## config.mk

```make
export PLATFORM = sky130hd
export DESIGN_NAME = ble_adv_pdu_parser_unit
export DESIGN_NICKNAME = d
export VERILOG_FILES = /design/src/blepdu_pkg.sv /design/src/blepdu_front.sv /design/src/blepdu_fifo.sv /design/src/blepdu_back.sv /design/src/ble_adv_pdu_parser_unit.sv
export SDC_FILE = /design/constraint.sdc
export NUM_CORES = 1
export LEC_CHECK = 0
export BUFFER_PORTS_ARGS = -buffer_cell sky130_fd_sc_hd__buf_2
export CELL_PAD_IN_SITES_DETAIL_PLACEMENT = 1
export CELL_PAD_IN_SITES_GLOBAL_PLACEMENT = 1
export CORE_ASPECT_RATIO = 0.9
export CORE_UTILIZATION = 30
export CTS_CLUSTER_SIZE = 12
export DETAILED_ROUTE_END_ITERATION = 10
export GPL_TIMING_DRIVEN = 0
export HOLD_SLACK_MARGIN = 0.03
export PLACE_DENSITY = 0.6
export SKIP_LAST_GASP = 1
export SLEW_MARGIN = 0
export SYNTH_ARGS = -nofsm -noshare
export SYNTH_HDL_FRONTEND = slang
export SYNTH_SLANG_ARGS = --single-unit
```

## constraint.sdc

```tcl
create_clock -name clk -period 18.9 [get_ports clk]
set_input_delay 1.89 -clock clk [delete_from_list [all_inputs] [get_ports clk]]
set_output_delay 1.89 -clock clk [all_outputs]
set_load 0.01 [all_outputs]
```

## src/blepdu_pkg.sv

```systemverilog
// shared constants, types and field codes of the advertising pdu parser
`timescale 1ns / 1ps
`default_nettype none
package blepdu_pkg;

	// capture store and length limits
	localparam int STORE_DEPTH      = 36;
	localparam int MAX_PACKET_BYTES = 64;
	localparam int COUNT_W          = 7;
	localparam logic [COUNT_W-1:0] COUNT_MAX = 7'd127;

	// results per packet index (status plus up to twelve fields)
	localparam int RES_IDX_W = 4;

	// queue between capture and result sequencing, depth a power of two
	localparam int FIFO_DEPTH = 2;
	localparam int FIFO_PTR_W = 1;
	localparam int FIFO_CNT_W = 2;

	// advertising pdu type codes
	localparam logic [3:0] PDU_ADV_IND         = 4'd0;
	localparam logic [3:0] PDU_ADV_DIRECT_IND  = 4'd1;
	localparam logic [3:0] PDU_ADV_NONCONN_IND = 4'd2;
	localparam logic [3:0] PDU_SCAN_REQ        = 4'd3;
	localparam logic [3:0] PDU_SCAN_RSP        = 4'd4;
	localparam logic [3:0] PDU_CONNECT_REQ     = 4'd5;
	localparam logic [3:0] PDU_ADV_SCAN_IND    = 4'd6;

	// payload length rules
	localparam logic [5:0] LEN_ADDR_MIN  = 6'd6;
	localparam logic [5:0] LEN_TWO_ADDR  = 6'd12;
	localparam logic [5:0] LEN_CONNECT   = 6'd34;

	// last result index per packet kind
	localparam logic [RES_IDX_W-1:0] LAST_IDX_STATUS  = 4'd0;
	localparam logic [RES_IDX_W-1:0] LAST_IDX_TWO     = 4'd2;
	localparam logic [RES_IDX_W-1:0] LAST_IDX_CONNECT = 4'd12;

	// field identifiers
	localparam logic [3:0] FID_STATUS     = 4'd0;
	localparam logic [3:0] FID_ADV_ADDR   = 4'd1;
	localparam logic [3:0] FID_INIT_ADDR  = 4'd2;
	localparam logic [3:0] FID_SCAN_ADDR  = 4'd3;
	localparam logic [3:0] FID_DATA_LEN   = 4'd4;
	localparam logic [3:0] FID_ACC_ADDR   = 4'd5;
	localparam logic [3:0] FID_CRC_INIT   = 4'd6;
	localparam logic [3:0] FID_WIN_SIZE   = 4'd7;
	localparam logic [3:0] FID_WIN_OFFSET = 4'd8;
	localparam logic [3:0] FID_INTERVAL   = 4'd9;
	localparam logic [3:0] FID_LATENCY    = 4'd10;
	localparam logic [3:0] FID_TIMEOUT    = 4'd11;
	localparam logic [3:0] FID_CHAN_MAP   = 4'd12;
	localparam logic [3:0] FID_HOP        = 4'd13;
	localparam logic [3:0] FID_SCA        = 4'd14;

	typedef logic [STORE_DEPTH-1:0][7:0] store_t;

	typedef struct packed {
		logic [7:0] pkt_byte;
		logic       last;
	} pkt_in_t;

	typedef struct packed {
		logic [3:0]  field_id;
		logic [47:0] field_value;
		logic        valid_res;
		logic [3:0]  adv_type;
		logic        tx_add;
		logic        rx_add;
		logic [5:0]  adv_length;
		logic        last_result;
	} pkt_res_t;

	// one classified packet waiting for result sequencing
	typedef struct packed {
		store_t                 bytes;
		logic                   valid;
		logic [RES_IDX_W-1:0]   last_idx;
	} pkt_entry_t;

endpackage
`default_nettype wire

```

## src/blepdu_front.sv

```systemverilog
// byte capture and packet classification
`timescale 1ns / 1ps
`default_nettype none
module blepdu_front (
	input  wire logic                  clk,
	input  wire logic                  arst_n,
	input  wire logic                  byte_valid,
	output logic                       byte_stall,
	input  wire blepdu_pkg::pkt_in_t   byte_data,
	output logic                       push,
	output blepdu_pkg::pkt_entry_t     push_entry,
	input  wire logic                  fifo_full
);

	blepdu_pkg::store_t                   store_q;
	blepdu_pkg::store_t                   store_nxt;
	logic [blepdu_pkg::COUNT_W-1:0]       cnt_q;
	logic [blepdu_pkg::COUNT_W-1:0]       cnt_nxt;
	logic                                 in_packet_q;
	logic                                 accept;
	logic [5:0]                           len;
	logic [3:0]                           ptype;
	logic                                 size_ok;
	logic                                 valid;

	// only a closing byte needs a queue slot
	assign byte_stall = byte_data.last & fifo_full;
	assign accept     = byte_valid & ~byte_stall;
	assign push       = accept & byte_data.last;

	// store contents including the byte now being taken
	always_comb begin
		for (int i = 0; i < blepdu_pkg::STORE_DEPTH; i++) begin
			if (!in_packet_q) begin
				store_nxt[i] = (i == 0) ? byte_data.pkt_byte : 8'h00;
			end else if (cnt_q == blepdu_pkg::COUNT_W'(i)) begin
				store_nxt[i] = byte_data.pkt_byte;
			end else begin
				store_nxt[i] = store_q[i];
			end
		end
	end

	always_comb begin
		if (!in_packet_q) begin
			cnt_nxt = blepdu_pkg::COUNT_W'(1);
		end else if (cnt_q == blepdu_pkg::COUNT_MAX) begin
			cnt_nxt = cnt_q;
		end else begin
			cnt_nxt = cnt_q + blepdu_pkg::COUNT_W'(1);
		end
	end

	assign len   = store_nxt[1][5:0];
	assign ptype = store_nxt[0][3:0];
	assign size_ok = (cnt_nxt >= blepdu_pkg::COUNT_W'(2))
		&& ({1'b0, cnt_nxt} <= 8'(blepdu_pkg::MAX_PACKET_BYTES))
		&& ({1'b0, len} <= cnt_nxt);

	always_comb begin
		unique case (ptype) inside
			blepdu_pkg::PDU_ADV_IND, blepdu_pkg::PDU_ADV_NONCONN_IND,
			blepdu_pkg::PDU_SCAN_RSP, blepdu_pkg::PDU_ADV_SCAN_IND: begin
				valid = size_ok && (len >= blepdu_pkg::LEN_ADDR_MIN);
			end
			blepdu_pkg::PDU_ADV_DIRECT_IND, blepdu_pkg::PDU_SCAN_REQ: begin
				valid = size_ok && (len == blepdu_pkg::LEN_TWO_ADDR);
			end
			blepdu_pkg::PDU_CONNECT_REQ: begin
				valid = size_ok && (len == blepdu_pkg::LEN_CONNECT);
			end
			default: begin
				valid = 1'b0;
			end
		endcase
	end

	always_comb begin
		push_entry.bytes = store_nxt;
		push_entry.valid = valid;
		if (!valid) begin
			push_entry.last_idx = blepdu_pkg::LAST_IDX_STATUS;
		end else if (ptype == blepdu_pkg::PDU_CONNECT_REQ) begin
			push_entry.last_idx = blepdu_pkg::LAST_IDX_CONNECT;
		end else begin
			push_entry.last_idx = blepdu_pkg::LAST_IDX_TWO;
		end
	end

	always_ff @(posedge clk or negedge arst_n) begin
		if (!arst_n) begin
			cnt_q       <= '0;
			in_packet_q <= 1'b0;
		end else if (accept) begin
			cnt_q       <= cnt_nxt;
			in_packet_q <= ~byte_data.last;
		end
	end

	always_ff @(posedge clk) begin
		if (accept) begin
			store_q <= store_nxt;
		end
	end

endmodule
`default_nettype wire

```

## src/blepdu_fifo.sv

```systemverilog
// short queue of classified packets
`timescale 1ns / 1ps
`default_nettype none
module blepdu_fifo (
	input  wire logic                    clk,
	input  wire logic                    arst_n,
	input  wire logic                    push,
	input  wire blepdu_pkg::pkt_entry_t  push_entry,
	output logic                         full,
	input  wire logic                    pop,
	output logic                         head_valid,
	output blepdu_pkg::pkt_entry_t       head
);

	blepdu_pkg::pkt_entry_t              mem_q [blepdu_pkg::FIFO_DEPTH];
	logic [blepdu_pkg::FIFO_PTR_W-1:0]   wr_ptr_q;
	logic [blepdu_pkg::FIFO_PTR_W-1:0]   rd_ptr_q;
	logic [blepdu_pkg::FIFO_CNT_W-1:0]   cnt_q;
	logic                                do_push;
	logic                                do_pop;

	assign full       = (cnt_q == blepdu_pkg::FIFO_CNT_W'(blepdu_pkg::FIFO_DEPTH));
	assign head_valid = (cnt_q != '0);
	assign head       = mem_q[rd_ptr_q];
	assign do_push    = push & ~full;
	assign do_pop     = pop & head_valid;

	always_ff @(posedge clk or negedge arst_n) begin
		if (!arst_n) begin
			wr_ptr_q <= '0;
			rd_ptr_q <= '0;
			cnt_q    <= '0;
		end else begin
			if (do_push) begin
				wr_ptr_q <= wr_ptr_q + blepdu_pkg::FIFO_PTR_W'(1);
			end
			if (do_pop) begin
				rd_ptr_q <= rd_ptr_q + blepdu_pkg::FIFO_PTR_W'(1);
			end
			if (do_push && !do_pop) begin
				cnt_q <= cnt_q + blepdu_pkg::FIFO_CNT_W'(1);
			end else if (do_pop && !do_push) begin
				cnt_q <= cnt_q - blepdu_pkg::FIFO_CNT_W'(1);
			end
		end
	end

	always_ff @(posedge clk) begin
		if (do_push) begin
			mem_q[wr_ptr_q] <= push_entry;
		end
	end

	// occupancy never passes the depth
	a_cnt_bound: assert property (@(posedge clk) disable iff (!arst_n)
		cnt_q <= blepdu_pkg::FIFO_CNT_W'(blepdu_pkg::FIFO_DEPTH))
		else $error("queue count beyond depth");

endmodule
`default_nettype wire

```

## src/blepdu_back.sv

```systemverilog
// result sequencing and output register
`timescale 1ns / 1ps
`default_nettype none
module blepdu_back (
	input  wire logic                    clk,
	input  wire logic                    arst_n,
	input  wire logic                    head_valid,
	input  wire blepdu_pkg::pkt_entry_t  head,
	output logic                         pop,
	output logic                         res_valid,
	input  wire logic                    res_stall,
	output blepdu_pkg::pkt_res_t         res_data
);

	logic [blepdu_pkg::RES_IDX_W-1:0]    k_q;
	logic                                out_valid_q;
	blepdu_pkg::pkt_res_t                out_q;
	blepdu_pkg::pkt_res_t                res_nxt;
	blepdu_pkg::store_t                  s;
	logic                                advance;
	logic                                is_last;
	logic [3:0]                          fid;
	logic [47:0]                         fval;

	assign s       = head.bytes;
	assign advance = ~out_valid_q | ~res_stall;
	assign is_last = (k_q == head.last_idx);
	assign pop     = advance & head_valid & is_last;

	// field selection by pdu type and result index
	always_comb begin
		fid  = blepdu_pkg::FID_STATUS;
		fval = '0;
		if (k_q != '0) begin
			unique case (s[0][3:0]) inside
				blepdu_pkg::PDU_ADV_IND, blepdu_pkg::PDU_ADV_NONCONN_IND,
				blepdu_pkg::PDU_SCAN_RSP, blepdu_pkg::PDU_ADV_SCAN_IND: begin
					if (k_q == 4'd1) begin
						fid  = blepdu_pkg::FID_ADV_ADDR;
						fval = {s[7], s[6], s[5], s[4], s[3], s[2]};
					end else begin
						fid  = blepdu_pkg::FID_DATA_LEN;
						fval = {42'h0, s[1][5:0] - blepdu_pkg::LEN_ADDR_MIN};
					end
				end
				blepdu_pkg::PDU_ADV_DIRECT_IND: begin
					if (k_q == 4'd1) begin
						fid  = blepdu_pkg::FID_ADV_ADDR;
						fval = {s[7], s[6], s[5], s[4], s[3], s[2]};
					end else begin
						fid  = blepdu_pkg::FID_INIT_ADDR;
						fval = {s[13], s[12], s[11], s[10], s[9], s[8]};
					end
				end
				blepdu_pkg::PDU_SCAN_REQ: begin
					if (k_q == 4'd1) begin
						fid  = blepdu_pkg::FID_SCAN_ADDR;
						fval = {s[7], s[6], s[5], s[4], s[3], s[2]};
					end else begin
						fid  = blepdu_pkg::FID_ADV_ADDR;
						fval = {s[13], s[12], s[11], s[10], s[9], s[8]};
					end
				end
				blepdu_pkg::PDU_CONNECT_REQ: begin
					case (k_q)
						4'd1: begin
							fid  = blepdu_pkg::FID_INIT_ADDR;
							fval = {s[7], s[6], s[5], s[4], s[3], s[2]};
						end
						4'd2: begin
							fid  = blepdu_pkg::FID_ADV_ADDR;
							fval = {s[13], s[12], s[11], s[10], s[9], s[8]};
						end
						4'd3: begin
							fid  = blepdu_pkg::FID_ACC_ADDR;
							fval = {16'h0, s[17], s[16], s[15], s[14]};
						end
						4'd4: begin
							fid  = blepdu_pkg::FID_CRC_INIT;
							fval = {24'h0, s[20], s[19], s[18]};
						end
						4'd5: begin
							fid  = blepdu_pkg::FID_WIN_SIZE;
							fval = {40'h0, s[21]};
						end
						4'd6: begin
							fid  = blepdu_pkg::FID_WIN_OFFSET;
							fval = {32'h0, s[23], s[22]};
						end
						4'd7: begin
							fid  = blepdu_pkg::FID_INTERVAL;
							fval = {32'h0, s[25], s[24]};
						end
						4'd8: begin
							fid  = blepdu_pkg::FID_LATENCY;
							fval = {32'h0, s[27], s[26]};
						end
						4'd9: begin
							fid  = blepdu_pkg::FID_TIMEOUT;
							fval = {32'h0, s[29], s[28]};
						end
						4'd10: begin
							fid  = blepdu_pkg::FID_CHAN_MAP;
							fval = {8'h0, s[34], s[33], s[32], s[31], s[30]};
						end
						4'd11: begin
							fid  = blepdu_pkg::FID_HOP;
							fval = {43'h0, s[35][4:0]};
						end
						default: begin
							fid  = blepdu_pkg::FID_SCA;
							fval = {45'h0, s[35][7:5]};
						end
					endcase
				end
				default: begin
					fid  = blepdu_pkg::FID_STATUS;
					fval = '0;
				end
			endcase
		end
	end

	always_comb begin
		res_nxt.field_id    = fid;
		res_nxt.field_value = fval;
		res_nxt.valid_res   = head.valid;
		res_nxt.adv_type    = s[0][3:0];
		res_nxt.tx_add      = s[0][6];
		res_nxt.rx_add      = s[0][7];
		res_nxt.adv_length  = s[1][5:0];
		res_nxt.last_result = is_last;
	end

	always_ff @(posedge clk or negedge arst_n) begin
		if (!arst_n) begin
			k_q         <= '0;
			out_valid_q <= 1'b0;
		end else if (advance) begin
			out_valid_q <= head_valid;
			if (head_valid) begin
				k_q <= is_last ? '0 : k_q + blepdu_pkg::RES_IDX_W'(1);
			end
		end
	end

	always_ff @(posedge clk) begin
		if (advance && head_valid) begin
			out_q <= res_nxt;
		end
	end

	assign res_valid = out_valid_q;
	assign res_data  = out_q;

	// mid-packet index only while that packet heads the queue
	a_idx_head: assert property (@(posedge clk) disable iff (!arst_n)
		(k_q != '0) |-> head_valid)
		else $error("result index set with empty queue");

	// index never runs past the packet's last result
	a_idx_range: assert property (@(posedge clk) disable iff (!arst_n)
		head_valid |-> (k_q <= head.last_idx))
		else $error("result index past last result");

	// a rejected packet yields its status result alone
	a_bad_single: assert property (@(posedge clk) disable iff (!arst_n)
		(out_valid_q && !out_q.valid_res) |->
		(out_q.last_result && out_q.field_id == blepdu_pkg::FID_STATUS))
		else $error("invalid packet produced field results");

endmodule
`default_nettype wire

```

## src/ble_adv_pdu_parser_unit.sv

```systemverilog
// top level of the advertising channel pdu parser
//
//  channel | role   | payload type           | control
//  --------+--------+------------------------+----------------------
//  byte    | sink   | blepdu_pkg::pkt_in_t   | byte_valid, byte_stall
//  res     | source | blepdu_pkg::pkt_res_t  | res_valid, res_stall
//
// one byte request is taken per cycle unless stalled; bytes go into a 36-byte store
// the closing byte classifies the packet and queues it (two packets deep)
// results leave one per cycle unless stalled: 1 for a rejected packet,
// 3 for most types, 13 for a connect request, as the sequencer walks the fields
// byte_stall rises only for a closing byte while the queue is full
// reset clears counters, queue pointers and the output valid; the store needs none
`timescale 1ns / 1ps
`default_nettype none
module ble_adv_pdu_parser_unit (
	input  wire logic                  clk,
	input  wire logic                  arst_n,
	input  wire logic                  byte_valid,
	output logic                       byte_stall,
	input  wire blepdu_pkg::pkt_in_t   byte_data,
	output logic                       res_valid,
	input  wire logic                  res_stall,
	output blepdu_pkg::pkt_res_t       res_data
);

	// front to queue
	logic                        push;
	blepdu_pkg::pkt_entry_t      push_entry;
	logic                        fifo_full;

	// queue to back
	logic                        pop;
	logic                        head_valid;
	blepdu_pkg::pkt_entry_t      head;

	// capture bytes, check lengths and type rule on the closing byte
	blepdu_front u_front (
		.clk        (clk),
		.arst_n     (arst_n),
		.byte_valid (byte_valid),
		.byte_stall (byte_stall),
		.byte_data  (byte_data),
		.push       (push),
		.push_entry (push_entry),
		.fifo_full  (fifo_full)
	);

	// decouples byte capture from result draining
	blepdu_fifo u_fifo (
		.clk        (clk),
		.arst_n     (arst_n),
		.push       (push),
		.push_entry (push_entry),
		.full       (fifo_full),
		.pop        (pop),
		.head_valid (head_valid),
		.head       (head)
	);

	// walk the head packet's fields into the output register
	blepdu_back u_back (
		.clk        (clk),
		.arst_n     (arst_n),
		.head_valid (head_valid),
		.head       (head),
		.pop        (pop),
		.res_valid  (res_valid),
		.res_stall  (res_stall),
		.res_data   (res_data)
	);

endmodule
`default_nettype wire

```

==> results of run 1 <==
[through the flow]
stage / worst slack, ns / utilization [%] / TNS, ns / instances
after CTS: 13.67 / 35.1 / 0 / 4718
after floorplan: 2.11 / - / 0 / 2732
after global routing: 13.48 / 35.1 / 0 / 4718
final: 13.60 / 35.1 / 0 / 4719
after detailed placement: 12.97 / 32.8 / 0 / 4543
after global placement: -8.34 / 32.4 / -3549.97 / 4523
[path summary, 6_finish.rpt]
kind                                       from                  end  slack (ns)  cells past startpoint
worst max-delay path               byte_data[2]   u_fifo.mem_q[1][3]       13.60                     12
worst min-delay path            u_fifo.cnt_q[1]      u_fifo.cnt_q[1]        0.52                      1
worst max register to register    u_back.k_q[0]  u_back.res_data[20]       14.42                      8
worst min register to register  u_fifo.cnt_q[1]      u_fifo.cnt_q[1]        0.52                      1
max in group asynchronous                arst_n        u_back.k_q[0]       17.41                      1
min in group asynchronous                arst_n        u_back.k_q[3]        1.16                      1
[placed cells by master, fill, tap and decap left out, drive strengths merged, types with 10 or more instances in the layout]
master,netlist,routed
o31ai,10,10
clkbuf,109,244
buf,75,172
mux2i,398,398
nor2,291,291
clkinv,0,34
nand2,180,180
ha,16,16
nor3,14,14
nand3,115,115
a22oi,26,26
mux2,30,30
a31oi,13,13
dfrtp,17,17
o21ai,73,73
o22a,13,13
and2,11,11
o22ai,80,80
edfxtp,924,924
nand3b,11,11
a21oi,171,171
nor2b,13,13
inv,22,24
[sequential cells by signal, indices dropped and copies added (netlist names)]
register and count:
u_back.res_valid 1, u_fifo.wr_ptr_q 1, u_back.k_q 4, u_front.cnt_q 7
u_fifo.mem_q 574, u_front.in_packet_q 1, u_back.res_data 66, u_front.store_q 284
u_fifo.cnt_q 2, u_fifo.rd_ptr_q 1
[area by class of cell]
cell class | count | area share (%)
Clock inverter | 40 | 0.681
Sequential cell | 941 | 61.8
Timing Repair Buffer | 97 | 1.91
Clock buffer | 135 | 5.96
Multi-Input combinational cell | 1585 | 22.9
Tap cell | 1714 | 4.71
Antenna cell | 1 | 0.00549
Inverter | 22 | 0.203
Buffer | 184 | 1.85
[cell families after synthesis]
logic type / share of synthesized area, %
flip-flops: 71.3
AND/OR/NAND/NOR: 7.73
AO/OA/AOI/OAI: 6.84
multiplexers: 11.0
buffers and inverters: 2.34
adder cells (fa/ha/maj): 0.507
XOR/XNOR: 0.288
[per-layer routing]
layer,up-vias,GRT usage (%),part of all wire (%)
met5,-,0,0
met1,13200,29.0,44
li1,10800,-,-
met3,184,3.32,6.9
met4,0,6.15,3.0
met2,922,32.4,46
[where the power goes]
part / switching [mW] / total (mW) / internal, mW
clock network: 0.825 / 1.88 / 1.06
registers: 0.119 / 3.00 / 2.88
logic: 1.60 / 2.22 / 0.616
[worst register-to-register path: cells and delay by family, from the launching register on]
family | cells | cell delay, ns
compound gates | 2 | 1.29
fa+ha+maj | 1 | 0.20
buf+inv | 3 | 1.15
flops | 1 | 0.44
simple gates | 2 | 1.06
==> results.yml, run 1 <==
floorplanning:
  ios: 81
  fp.dieW_um: 384
  dieArea_sq_um: 133000
  core_sq_um: 130000
  start_util_pct: 30.4
  die_height_um: 346
  fp-row-count: 125
critical_path:
  critical_path_required_ns: 19.36
  path_cells: "buf_2 -> clkbuf_1 -> buf_1 -> nand3_1 -> a21oi_1 -> ha_1 -> nor2b_1 -> o21a_1 -> o21bai_1 -> a21oi_1 -> a311o_1 -> a21oi_1"
  end_kind: "flop"
  critPathMaxStageDelay_ns: 0.86
  startpoint_type: "primary input"
  worst_path_most_repeated_cell: "a21oi_1"
  cp.arrival_ns: 5.76
  slowest_stage: "buf_1"
  cp_max_fo: 10
  critPathTopFamily: "buffers and inverters"
  critPathKind: "primary input to flop"
  cp.buffers_inverters: 3
timing:
  hold_viol: 0
  fin_skew_ns: 0.0235
  hold_slack_ns: 0.517
  rsz0062_at_grt: "no"
  fmax_mhz: 189
  drv_slew: 0
  finalSetupViolCount: 0
  relSlewSlack_pct: 1.49
  worstMarginPinSlew_ns: 1.47
  fin_crit_ns: 5.30
  finalCritPeriodShare_pct: 28.0
synth:
  synth.most_common_cell: "edfxtp_1"
  synth.ff_latch_count: 941
  synth.distinct_cells: 72
  synth_top_area_share_pct: 70.2
  synth_seq_area_share_pct: 71.3
  ys.flop_type: "edfxtp_1"
  syn_nets: 2761
  yosysWarningCount: 0
  syn_area_sq_um: 39500
  netlist_top_cells_area: "edfxtp_1 (70%), mux2i_1 (10%), nor2_1 (2.8%), a21oi_1 (2.2%), nand2_1 (1.7%)"
  async_flop_share_pct: 1.81
  syn_inst: 2732
  synthTopCellsByCount: "edfxtp_1 (924), mux2i_1 (397), nor2_1 (291)"
  synth-edff-count: 924
  synth_area_per_cell_sq_um: 14.5
  yosys.area.top_type: "edfxtp_1"
layout:
  syn2layout_area_growth_pct: 15.4
  drive_gt1_share_pct: 11.3
  design_area_sq_um: 45600
  fill_cells: 13600
  nets: 2961
  ff_latch_area_sq_um: 28200
  multi_input_area_sq_um: 10400
power_and_ir_drop:
  p_total_mw: 7.10
  ir_drop_mv: 0.0793
  powerDensity_nw_per_um2: 156
  leakage_nw: 16.5
place:
  io_buffers: 77
  place_area_sq_um: 42500
  dp_hpwl_um: 96100
  gp_congestion: 0.883
clock_tree:
  cts_buffers: 101
  cts_tree: "built"
  cts-hold-fix-buffers: 0
  path_clk_slew_ns: 0.06
  cts_buffer_depth: 3
  ctsResizeCount: 0
  clock_sink_count: 941
  cts_setup_buffers: 0
  clockRootBuffer: "clkbuf_16"
  htreeDepth: 3
  clk_latency_ns: 0.68
global_routing:
  grt_overflow: 0
  grt_pass1_vias: 25100
  antenna_found_initial: 16
  grtUsageTotal_pct: 20.6
  grt_max_degree: 111
  grt_pass1_wl_um: 193000
outcome:
  failed_checks: "max-capacitance violations"
  outcome: "finished with violations"
routing:
  first_pass_iters: 7
  drt-total-wl_um: 139000
  wl_per_cell_um: 29.5
  viasPerCell: 5.33
  drc: 0
  ant_nets: 0
  vias: 25100
  drt_iter0_markers: 2810
hold_path:
  hold_class: "flop to flop"
run:
  maxCapViolations: 1
Note: power is estimated with default switching activity, not from simulation.
==> inputs of run 2 (changes only) <==
--- a/config.mk
+++ b/config.mk
@@ -14,7 +14,7 @@
 export DETAILED_ROUTE_END_ITERATION = 10
 export GPL_TIMING_DRIVEN = 0
 export HOLD_SLACK_MARGIN = 0.03
-export PLACE_DENSITY = 0.6
+export PLACE_DENSITY = 0.58
 export SKIP_LAST_GASP = 1
 export SLEW_MARGIN = 0
 export SYNTH_ARGS = -nofsm -noshare
==> constraint.sdc (replaced) <==
create_clock -name clk -period 5.2 [get_ports clk]
set_input_delay 0.52 -clock clk [delete_from_list [all_inputs] [get_ports clk]]
set_output_delay 0.52 -clock clk [all_outputs]
set_load 0.01 [all_outputs]
==> results.yml, run 2 (synthesis gave the netlist of run 1 again) <==
power_and_ir_drop:
  ir_drop_mv: 0.273
  powerDensity_nw_per_um2: 570
  p_total_mw: 26.2
  leakage_nw: 16.6
critical_path:
  worst_path_most_repeated_cell: "clkbuf_1"
  end_kind: "flop"
  critPathKind: "flop to flop"
  crit_path_start: "u_front.in_packet_q"
  startpoint_type: "flop"
  cp.arrival_ns: 4.93
  critPathTopFamily: "buffers and inverters"
  critical_path_required_ns: 5.66
  cp.buffers_inverters: 4
  reg2reg_from: "u_front.in_packet_q"
  slowest_stage: "clkbuf_1"
  path_cells: "inv_1 -> clkbuf_1 -> clkbuf_1 -> clkbuf_1 -> a21oi_1 -> ha_1 -> nor2b_1 -> o21a_1 -> o21bai_1 -> a21oi_1 -> a311o_1 -> a22oi_1"
  cp_max_fo: 10
  critPathMaxStageDelay_ns: 0.64
clock_tree:
  cts_buffer_depth: 3
  cts_buffers: 105
  clockRootBuffer: "clkbuf_16"
  htreeDepth: 3
  clk_latency_ns: 0.69
  path_clk_slew_ns: 0.06
  cts_tree: "built"
  clock_sink_count: 941
  ctsResizeCount: 0
global_routing:
  grt_pass1_vias: 24900
  grt_max_degree: 56
  grt_pass1_wl_um: 195000
  grt_overflow: 0
  antenna_found_initial: 10
  grtUsageTotal_pct: 20.7
floorplanning:
  fp-row-count: 125
  core_sq_um: 130000
  fp.dieW_um: 384
  ios: 81
  die_height_um: 346
  start_util_pct: 30.4
  dieArea_sq_um: 133000
timing:
  fin_crit_ns: 4.46
  rsz0062_at_grt: "no"
  worstMarginPinSlew_ns: 1.40
  finalCritPeriodShare_pct: 85.9
  fmax_mhz: 224
  drv_slew: 0
  fin_skew_ns: 0.0279
  hold_viol: 0
  relSlewSlack_pct: 6.48
  finalSetupViolCount: 0
routing:
  ant_nets: 0
  drt-total-wl_um: 140000
  vias: 25200
  viasPerCell: 5.32
  drc: 0
  drt_iter0_markers: 2792
  wl_per_cell_um: 29.6
  first_pass_iters: 6
place:
  dp.cells: 4550
  gp_congestion: 0.871
  io_buffers: 77
  dp_hpwl_um: 96800
  place_area_sq_um: 42700
layout:
  drive_gt1_share_pct: 11.9
  largest_register_ffs: 574
  final_cells: 4743
  fill_cells: 13500
  design_area_sq_um: 45900
  top_register: "u_fifo.mem_q"
  final_cell_mix: "edfxtp_1 (924), mux2i_1 (397), nor2_1 (290), nand2_1 (177), a21oi_1 (170)"
  syn2layout_area_growth_pct: 16.2
  nets: 2974
  layout_commonest_cell: "edfxtp_1"
outcome:
  outcome: "finished clean"
run:
  maxCapViolations: 0
hold_path:
  min-delay-start: "byte_valid"
  hold_class: "primary input to flop"
run 2: path summary, 6_finish.rpt:
check,endpoint,slack [ns],cells after the start
setup / recovery,u_fifo.mem_q[0][4],0.74,12
hold / removal,u_front.cnt_q[5],0.17,3
setup reg to reg,u_fifo.mem_q[0][4],0.74,12
hold reg to reg,u_back.res_valid,0.49,2
max in group asynchronous,u_back.k_q[2],4.56,2
min in group asynchronous,u_fifo.cnt_q[0],0.31,2
run 2: worst min-delay path, stage by stage:
cell,delay [ns]
buf_2,0.11
nand2_4,0.08
o21ai_0,0.10
run 2: layout make-up:
cell class | instances | area [sq um] | area share [%]
flip-flops and latches | 941 | 28200 | 61.4
multi-input cells | 1585 | 10400 | 22.8
clock buffers | 150 | 2880 | 6.27
well taps | 1714 | 2140 | 4.67
repair buffers | 106 | 1010 | 2.19
plain buffers | 184 | 842 | 1.83
clock inverters | 38 | 315 | 0.687
inverters | 22 | 88.8 | 0.194
diodes | 3 | 7.51 | 0.0164
run 2: what timing repair did:
item / CTS / global route
setup buffers: 0 / 0
hold buffers: 2 / 0
endpoints found under the hold margin: 18 / 0
endpoints found under the setup margin: 0 / 0
run 2: metrics by stage:
step / hold WS (ns) / utilization [%] / setup TNS (ns) / setup WS (ns)
CTS: 0.139 / 35.4 / 0 / 0.774
global route: 0.168 / 35.4 / 0 / 0.447
floorplan: 0.224 / - / -2021.69 / -3.75
finish: 0.173 / 35.4 / 0 / 0.735
global placement: 0.474 / 32.4 / -6253.10 / -9.61
detailed placement: 0.483 / 32.9 / 0 / 0.611
run 2: report_power, final:
group | switching [mW] | internal, mW
sequential | 0.432 | 10.5
clock | 3.07 | 4.07
combinational | 5.86 | 2.27
run 2: metal layers:
| layer | track usage [%] | wire, um | vias to the layer above |
|---|---|---|---|
| li1 | - | - | 10900 |
| met1 | 29.4 | 62700 | 13300 |
| met2 | 32.9 | 65000 | 941 |
| met3 | 3.22 | 9070 | 185 |
| met4 | 5.33 | 3540 | 0 |
| met5 | 0 | 0 | - |
